**config.mk**
```make
export PLATFORM = sky130hd
export DESIGN_NAME = hid_report_key_event_mapper
export DESIGN_NICKNAME = d
export VERILOG_FILES = /design/src/rtl/core/hrkem_pkg.sv /design/src/rtl/core/hid_report_key_event_mapper.sv /design/src/rtl/core/hrkem_front.sv /design/src/rtl/core/hrkem_queue.sv /design/src/rtl/core/hrkem_back.sv
export SDC_FILE = /design/constraint.sdc
export NUM_CORES = 1
export LEC_CHECK = 0
export BUFFER_PORTS_ARGS = -buffer_cell sky130_fd_sc_hd__buf_2
export CORE_MARGIN = 2
export CORE_UTILIZATION = 35
export DETAILED_ROUTE_END_ITERATION = 16
export PLACE_DENSITY = 0.63
export SYNTH_ARGS = -nofsm -noshare
export SYNTH_HDL_FRONTEND = slang
export SYNTH_SLANG_ARGS = --single-unit
```
**constraint.sdc**
```tcl
create_clock -name clk -period 7.48 [get_ports clk]
set_input_delay 0.748 -clock clk [delete_from_list [all_inputs] [get_ports clk]]
set_output_delay 0.748 -clock clk [all_outputs]
set_load 0.005 [all_outputs]
```
**src/rtl/core/hrkem_pkg.sv**
```systemverilog
package hrkem_pkg;

  // number of report slots carried on the input ports
  localparam int NUM_IN_FIELDS = 6;

  // widths of the event fields
  localparam int CODE_W = 8;
  localparam int BTN_W  = 4;
  localparam int MASK_W = 14;

  typedef logic [CODE_W-1:0] code_t;
  typedef logic [BTN_W-1:0]  button_t;
  typedef logic [MASK_W-1:0] mask_t;

  // usage codes
  localparam code_t KEY_NONE   = 8'h00;
  localparam code_t KEY_UP     = 8'h52;
  localparam code_t KEY_DOWN   = 8'h51;
  localparam code_t KEY_LEFT   = 8'h50;
  localparam code_t KEY_RIGHT  = 8'h4F;
  localparam code_t KEY_A      = 8'h04;
  localparam code_t KEY_S      = 8'h16;
  localparam code_t KEY_D      = 8'h07;
  localparam code_t KEY_ENTER  = 8'h28;
  localparam code_t KEY_KPENT  = 8'h58;
  localparam code_t KEY_Q      = 8'h14;
  localparam code_t KEY_W      = 8'h1A;
  localparam code_t KEY_E      = 8'h08;
  localparam code_t KEY_LALT   = 8'hE2;
  localparam code_t KEY_RALT   = 8'hE6;
  localparam code_t KEY_SPACE  = 8'h2C;
  localparam code_t KEY_ESC    = 8'h29;

  // button codes
  localparam button_t BTN_NONE   = 4'd0;
  localparam button_t BTN_UP     = 4'd1;
  localparam button_t BTN_DOWN   = 4'd2;
  localparam button_t BTN_LEFT   = 4'd3;
  localparam button_t BTN_RIGHT  = 4'd4;
  localparam button_t BTN_A      = 4'd5;
  localparam button_t BTN_B      = 4'd6;
  localparam button_t BTN_C      = 4'd7;
  localparam button_t BTN_START  = 4'd8;
  localparam button_t BTN_X      = 4'd9;
  localparam button_t BTN_Y      = 4'd10;
  localparam button_t BTN_Z      = 4'd11;
  localparam button_t BTN_MODE   = 4'd12;
  localparam button_t BTN_SELECT = 4'd13;
  localparam button_t BTN_ESCAPE = 4'd14;

  // usage code to button, BTN_NONE when unmapped
  function automatic button_t map_button(input code_t code);
    button_t b;
    case (code)
      KEY_UP:    b = BTN_UP;
      KEY_DOWN:  b = BTN_DOWN;
      KEY_LEFT:  b = BTN_LEFT;
      KEY_RIGHT: b = BTN_RIGHT;
      KEY_A:     b = BTN_A;
      KEY_S:     b = BTN_B;
      KEY_D:     b = BTN_C;
      KEY_ENTER: b = BTN_START;
      KEY_KPENT: b = BTN_START;
      KEY_Q:     b = BTN_X;
      KEY_W:     b = BTN_Y;
      KEY_E:     b = BTN_Z;
      KEY_LALT:  b = BTN_MODE;
      KEY_RALT:  b = BTN_MODE;
      KEY_SPACE: b = BTN_SELECT;
      KEY_ESC:   b = BTN_ESCAPE;
      default:   b = BTN_NONE;
    endcase
    return b;
  endfunction

endpackage

```
**src/rtl/core/hid_report_key_event_mapper.sv**
```systemverilog
// path: the first event of a report passes the queue, the record register and the output
//   register when the back end is idle, later while earlier events are still draining
// throughput: one event per cycle while out_ready is high; a report with k mapped changes
//   gives k events, at most 2*REPORT_SLOTS
// a report with no mapped change is absorbed at intake and gives no result
// reset: synchronous, clears previous report, held mask, queue and output valid
module hid_report_key_event_mapper #(
  parameter int REPORT_SLOTS = 6
) (
  input  logic                 clk,
  input  logic                 rst,
  input  logic                 in_valid,
  output logic                 in_ready,
  input  hrkem_pkg::code_t     key_slot_0,
  input  hrkem_pkg::code_t     key_slot_1,
  input  hrkem_pkg::code_t     key_slot_2,
  input  hrkem_pkg::code_t     key_slot_3,
  input  hrkem_pkg::code_t     key_slot_4,
  input  hrkem_pkg::code_t     key_slot_5,
  output logic                 out_valid,
  input  logic                 out_ready,
  output logic                 is_press,
  output hrkem_pkg::button_t   button,
  output hrkem_pkg::mask_t     held_mask,
  output logic                 last_event
);
  import hrkem_pkg::*;

  localparam int NEV   = 2 * REPORT_SLOTS;
  localparam int REC_W = NEV * (BTN_W + 1);

  logic                 push;
  logic                 push_ready;
  logic [NEV-1:0]       ev_vld;
  button_t [NEV-1:0]    ev_btn;
  logic                 q_valid;
  logic                 q_ready;
  logic [REC_W-1:0]     q_data;
  logic [NEV-1:0]       q_vld;
  button_t [NEV-1:0]    q_btn;

  // report intake and change classification
  hrkem_front #(.SLOTS(REPORT_SLOTS)) u_front (
    .clk        (clk),
    .rst        (rst),
    .in_valid   (in_valid),
    .in_ready   (in_ready),
    .key_slot_0 (key_slot_0),
    .key_slot_1 (key_slot_1),
    .key_slot_2 (key_slot_2),
    .key_slot_3 (key_slot_3),
    .key_slot_4 (key_slot_4),
    .key_slot_5 (key_slot_5),
    .push       (push),
    .ev_vld     (ev_vld),
    .ev_btn     (ev_btn),
    .q_ready    (push_ready)
  );

  // event records between front and back
  hrkem_queue #(.WIDTH(REC_W)) u_queue (
    .clk      (clk),
    .rst      (rst),
    .wr_valid (push),
    .wr_ready (push_ready),
    .wr_data  ({ev_btn, ev_vld}),
    .rd_valid (q_valid),
    .rd_ready (q_ready),
    .rd_data  (q_data)
  );

  assign q_vld = q_data[NEV-1:0];
  assign q_btn = q_data[REC_W-1:NEV];

  // event emission and held mask
  hrkem_back #(.SLOTS(REPORT_SLOTS)) u_back (
    .clk        (clk),
    .rst        (rst),
    .q_valid    (q_valid),
    .q_ready    (q_ready),
    .q_vld      (q_vld),
    .q_btn      (q_btn),
    .out_valid  (out_valid),
    .out_ready  (out_ready),
    .is_press   (is_press),
    .button     (button),
    .held_mask  (held_mask),
    .last_event (last_event)
  );

endmodule

```
**src/rtl/core/hrkem_front.sv**
```systemverilog
module hrkem_front #(
  parameter int SLOTS = 6
) (
  input  logic                       clk,
  input  logic                       rst,
  input  logic                       in_valid,
  output logic                       in_ready,
  input  hrkem_pkg::code_t           key_slot_0,
  input  hrkem_pkg::code_t           key_slot_1,
  input  hrkem_pkg::code_t           key_slot_2,
  input  hrkem_pkg::code_t           key_slot_3,
  input  hrkem_pkg::code_t           key_slot_4,
  input  hrkem_pkg::code_t           key_slot_5,
  output logic                       push,
  output logic [2*SLOTS-1:0]         ev_vld,
  output hrkem_pkg::button_t [2*SLOTS-1:0] ev_btn,
  input  logic                       q_ready
);
  import hrkem_pkg::*;

  code_t             fields [NUM_IN_FIELDS];
  code_t             cur    [SLOTS];
  code_t             prev   [SLOTS];
  logic [SLOTS-1:0]  hit_new;
  logic [SLOTS-1:0]  hit_old;
  logic              accept;

  assign fields[0] = key_slot_0;
  assign fields[1] = key_slot_1;
  assign fields[2] = key_slot_2;
  assign fields[3] = key_slot_3;
  assign fields[4] = key_slot_4;
  assign fields[5] = key_slot_5;

  // slots past the input ports read as empty
  for (genvar i = 0; i < SLOTS; i++) begin : g_cur
    if (i < NUM_IN_FIELDS) begin : g_port
      assign cur[i] = fields[i];
    end else begin : g_empty
      assign cur[i] = KEY_NONE;
    end
  end

  // cross compare new and previous report
  always_comb begin
    hit_new = '0;
    hit_old = '0;
    for (int i = 0; i < SLOTS; i++) begin
      for (int j = 0; j < SLOTS; j++) begin
        if (prev[j] == cur[i]) hit_new[i] = 1'b1;
        if (cur[j] == prev[i]) hit_old[i] = 1'b1;
      end
    end
  end

  // classify: presses in the low half, releases in the high half
  for (genvar i = 0; i < SLOTS; i++) begin : g_class
    assign ev_btn[i]         = map_button(cur[i]);
    assign ev_btn[SLOTS + i] = map_button(prev[i]);
    assign ev_vld[i] = (cur[i] != KEY_NONE) && !hit_new[i] && (ev_btn[i] != BTN_NONE);
    assign ev_vld[SLOTS + i] = (prev[i] != KEY_NONE) && !hit_old[i] &&
                               (ev_btn[SLOTS + i] != BTN_NONE);
  end

  // handshake: a report with no mapped change is dropped here
  assign in_ready = q_ready;
  assign accept   = in_valid && q_ready;
  assign push     = accept && (|ev_vld);

  // previous report
  always_ff @(posedge clk) begin
    if (rst) begin
      for (int i = 0; i < SLOTS; i++) prev[i] <= KEY_NONE;
    end else if (accept) begin
      for (int i = 0; i < SLOTS; i++) prev[i] <= cur[i];
    end
  end

endmodule

```
**src/rtl/core/hrkem_queue.sv**
```systemverilog
module hrkem_queue #(
  parameter int WIDTH = 60
) (
  input  logic             clk,
  input  logic             rst,
  input  logic             wr_valid,
  output logic             wr_ready,
  input  logic [WIDTH-1:0] wr_data,
  output logic             rd_valid,
  input  logic             rd_ready,
  output logic [WIDTH-1:0] rd_data
);

  logic [WIDTH-1:0] mem [2];
  logic             wr_ptr;
  logic             rd_ptr;
  logic [1:0]       count;
  logic             do_wr;
  logic             do_rd;

  assign wr_ready = (count != 2'd2);
  assign rd_valid = (count != 2'd0);
  assign rd_data  = mem[rd_ptr];
  assign do_wr    = wr_valid && wr_ready;
  assign do_rd    = rd_valid && rd_ready;

  // two-entry storage
  always_ff @(posedge clk) begin
    if (do_wr) mem[wr_ptr] <= wr_data;
  end

  // pointers and fill count
  always_ff @(posedge clk) begin
    if (rst) begin
      wr_ptr <= 1'b0;
      rd_ptr <= 1'b0;
      count  <= 2'd0;
    end else begin
      if (do_wr) wr_ptr <= ~wr_ptr;
      if (do_rd) rd_ptr <= ~rd_ptr;
      case ({do_wr, do_rd})
        2'b10:   count <= count + 2'd1;
        2'b01:   count <= count - 2'd1;
        default: count <= count;
      endcase
    end
  end

endmodule

```
**src/rtl/core/hrkem_back.sv**
```systemverilog
module hrkem_back #(
  parameter int SLOTS = 6
) (
  input  logic                       clk,
  input  logic                       rst,
  input  logic                       q_valid,
  output logic                       q_ready,
  input  logic [2*SLOTS-1:0]         q_vld,
  input  hrkem_pkg::button_t [2*SLOTS-1:0] q_btn,
  output logic                       out_valid,
  input  logic                       out_ready,
  output logic                       is_press,
  output hrkem_pkg::button_t         button,
  output hrkem_pkg::mask_t           held_mask,
  output logic                       last_event
);
  import hrkem_pkg::*;

  localparam int NEV = 2 * SLOTS;

  logic [NEV-1:0]          vld;
  logic [NEV-1:0]          vld_next;
  button_t [NEV-1:0]       btn;
  logic [NEV-1:0]          pick;
  logic [NEV-1:0]          rest;
  button_t                 sel_btn;
  mask_t                   btn_bit;
  mask_t                   held_next;
  logic                    busy;
  logic                    out_free;
  logic                    emit;
  logic                    pop;

  assign busy     = |vld;
  assign out_free = !out_valid || out_ready;
  assign emit     = busy && out_free;

  // lowest pending event
  assign pick = vld & (~vld + NEV'(1));
  assign rest = vld & ~pick;

  always_comb begin
    sel_btn = BTN_NONE;
    for (int i = 0; i < NEV; i++) begin
      if (pick[i]) sel_btn = sel_btn | btn[i];
    end
  end

  // mask bit for the selected button
  always_comb begin
    for (int k = 0; k < MASK_W; k++) btn_bit[k] = (sel_btn == BTN_W'(k + 1));
  end

  assign held_next = (|pick[SLOTS-1:0]) ? (held_mask | btn_bit) : (held_mask & ~btn_bit);

  // load the next record as the current one runs out
  assign pop      = q_valid && (!busy || (emit && (rest == '0)));
  assign q_ready  = pop;
  assign vld_next = pop ? q_vld : (emit ? rest : vld);

  // record being worked
  always_ff @(posedge clk) begin
    if (rst) begin
      vld <= '0;
    end else begin
      vld <= vld_next;
    end
  end

  always_ff @(posedge clk) begin
    if (pop) btn <= q_btn;
  end

  // output register and held mask
  always_ff @(posedge clk) begin
    if (rst) begin
      out_valid <= 1'b0;
      held_mask <= '0;
    end else begin
      if (emit) begin
        out_valid <= 1'b1;
        held_mask <= held_next;
      end else if (out_ready) begin
        out_valid <= 1'b0;
      end
    end
  end

  always_ff @(posedge clk) begin
    if (emit) begin
      is_press   <= |pick[SLOTS-1:0];
      button     <= sel_btn;
      last_event <= (rest == '0);
    end
  end

endmodule

```
==> key figures <==
Outcome
  • Outcome: finished with violations
  • Violated checks: max-capacitance violations, max-slew violations

Logic synthesis
  • Post-synth EDFFs: 222
  • Async SR Flop Fraction: 0
  • Mapped Nets: 1840
  • Syn_area_per_cell: 9.78 um^2
  • Cell variety after synth: 84
  • Area leader, netlist: edfxtp_1
  • Mapped cell area: 0.0175 mm^2
  • Synth Instances: 1787
  • Sequential-to-total area share from yosys stat: 0.418
  • Main synth FF type: edfxtp_1
  • Synth area leaders: edfxtp_1, xor2_1, xnor2_1
  • Most frequent cell after synthesis: edfxtp_1
  • Post-synth top area share: 0.382
  • Most frequent cells after synthesis: edfxtp_1, xor2_1, xnor2_1, clkbuf_1, nor2_1
  • #FFs+latches synth: 254
  • YS warnings: 0

Worst setup path
  • Critical Path End Type: flop
  • Kind of critical path: reg2reg
  • Critical Path AT: 5.31 ns
  • Setup crit start: u_back.vld[3]$_SDFFE_PP0P_
  • CP max stage cell: nor2_1
  • CP Max Fanout: 61
  • Worst EP required: 7.99 ns
  • Crit path largest cell delay: 0.82 ns
  • Startpoint class of the critical path: flop
  • Worst reg2reg path startpoint: u_back.vld[3]$_SDFFE_PP0P_
  • CP cell instances: or4_1, nor2_1, inv_2, maj3_1, o31ai_1, nand4_1, a21oi_4, buf_4, ha_1, or3_1, a21oi_1

Die
  • Boundary Pins: 74
  • Height of the die: 227 um
  • Starting Density: 0.355
  • Num rows: 81
  • Die area: 0.0517 mm^2
  • Core ar.: 0.0492 mm^2
  • Die Wd: 227 um

Route
  • Routed wl met2: 23.0 mm
  • Post-DRT Antenna Nets: 0
  • Wire length on met3: 4.42 mm
  • TritonRoute pass-1 iters: 5
  • Wire length on met1: 22.8 mm
  • DR DRC count: 0
  • Via density: 5.81
  • Initial DRC count: 1244
  • Via Count: 14000
  • Detailed Route WL: 52.4 mm
  • WL/cell: 21.8 um
  • Highest metal used: met5

Placed design
  • Port Buffers: 73
  • GP Congestion: 0.930
  • Final HPWL DP: 35.5 mm
  • DP Worst Slack: 2.42 ns

Clock network
  • Worst-path clk slew: 0.06 ns
  • Number of setup buffers added after CTS: 0
  • H-tree levels: 1
  • CTS Root Cell: clkbuf_16
  • Post-CTS sizing: 0
  • CTS buffer count: 28
  • Latest clock arrival within the worst-skew pair: 0.59 ns
  • Maximum clock path buffer count: 3
  • CTS tree: built
  • Num Clock Sinks: 254
  • # hold bufs at CTS: 0

Global routing
  • Largest net degree at the start of global routing: 62
  • Global-route wire length before repair: 78.7 mm
  • Total gr overflow: 0
  • Antenna violations before repair: 2
  • Vias in the first global route: 13000
  • GR Util All Layers: 0.200

STA
  • Final Slew Violations: 4
  • Unrepaired setup endpoints after global routing: no
  • Fin crit share: 0.643
  • Worst setup margin: 2.67 ns
  • Setup_tns: 0 ns
  • Setup Skew: 0.0243 ns
  • Slew HR: -0.0185
  • Slew of the pin with the lowest slew margin: 1.51 ns
  • Achievable frequency: 208 MHz
  • Tmin final: 4.81 ns
  • Final hold violations: 0
  • # setup viols final: 0

Job
  • MaxCap Viol Count: 1

Final layout
  • Share of layout cells above drive strength 1: 0.134
  • Layout Area Growth over Synthesis: 8.52%
  • Nets: 1772

Power
  • Leakage: 6.44 nW
  • Max VDD drop: 0.251 mV
  • Power Density: 314 mW/mm^2

Min path
  • Worst Hold Class: reg2reg
[layout by cell type, fill, tap and decap left out, types with 32 or more instances in the layout]
cell,count
edfxtp_1,222
xor2_1,174
xnor2_1,150
nor2_1,101
nand2_1,95
buf_2,73
mux2_2,61
nor4_1,60
nand4_1,58
o21ai_0,52
nor3_1,49
and2_1,45
nor2b_1,41
a21oi_1,36
nand2b_1,32
[layer usage]
| layer | global-route usage | up-vias |
|---|---|---|
| met5 | 0 | - |
| met4 | 0.0698 | 2 |
| met3 | 0.0361 | 154 |
| met2 | 0.312 | 672 |
| met1 | 0.278 | 6744 |
| li1 | - | 6396 |
[state kept, by name, summed over array words and instances, names as in the netlist, 2 cells and up, named ones only]
register	count
u_queue.mem	120
u_back.btn	48
u_front.prev	48
u_back.vld	12
u_back.button	4
u_queue.count	2
[worst max-delay path, delay by kind of cell (launching register included)]
kind,cells,cell delay [ns]
buffers and inverters,2,0.76
flip-flops,1,0.43
AND/OR/NAND/NOR,4,2.11
adder cells (fa/ha/maj),2,0.78
AO/OA/AOI/OAI,3,0.62
[cell type report]
class                   count  area [um^2]
inverters                  23         86.3
multi-input cells        1320         9350
diodes                      1         2.50
flip-flops and latches    254         7310
well taps                 664          831
clock inverters            19          158
repair buffers             92          508
fillers                  4764        30200
clock buffers              32          716
[cell families after synthesis]
kind of cell,count (synthesis),synth area share
buffers and inverters,213,0.0483
AOI/OAI and AO/OA,261,0.105
muxes,64,0.0410
xor gates and xnor gates,324,0.162
and+or+nand+nor,668,0.223
DFF,254,0.418
adders and majority gates,3,0.00186
[through the flow]
stage          std cells   util  power [mW]  hold slack (ns)  cell area (um^2)
6_report            2405  0.386        5.95            0.493             19000
5_1_grt             2404  0.386        6.30            0.529             19000
4_1_cts             2404  0.386        5.99            0.498             19000
3_5_place_dp        2353  0.368        4.67            0.489             18100
3_3_place_gp        2353  0.368        4.61            0.483             18100
2_1_floorplan       1787      -        4.07            0.472             17500
[path summary, 6_finish.rpt]
check / endpoint / slack (ns) / cells past startpoint
hold / removal: flop / 0.49 / 2
setup / recovery: u_queue.count[1]$_SDFFE_PP0P_ / 2.67 / 11
setup reg to reg: u_queue.count[1]$_SDFFE_PP0P_ / 2.67 / 11
hold reg to reg: flop / 0.49 / 2
[where the power goes]
| group | internal [mW] | switching, mW | total [mW] |
|---|---|---|---|
| Combinational | 0.810 | 1.32 | 2.13 |
| Sequential | 2.15 | 0.367 | 2.51 |
| Clock | 0.727 | 0.589 | 1.32 |
| Total | 3.68 | 2.27 | 5.95 |
Note: power is estimated with default switching activity, not from simulation.
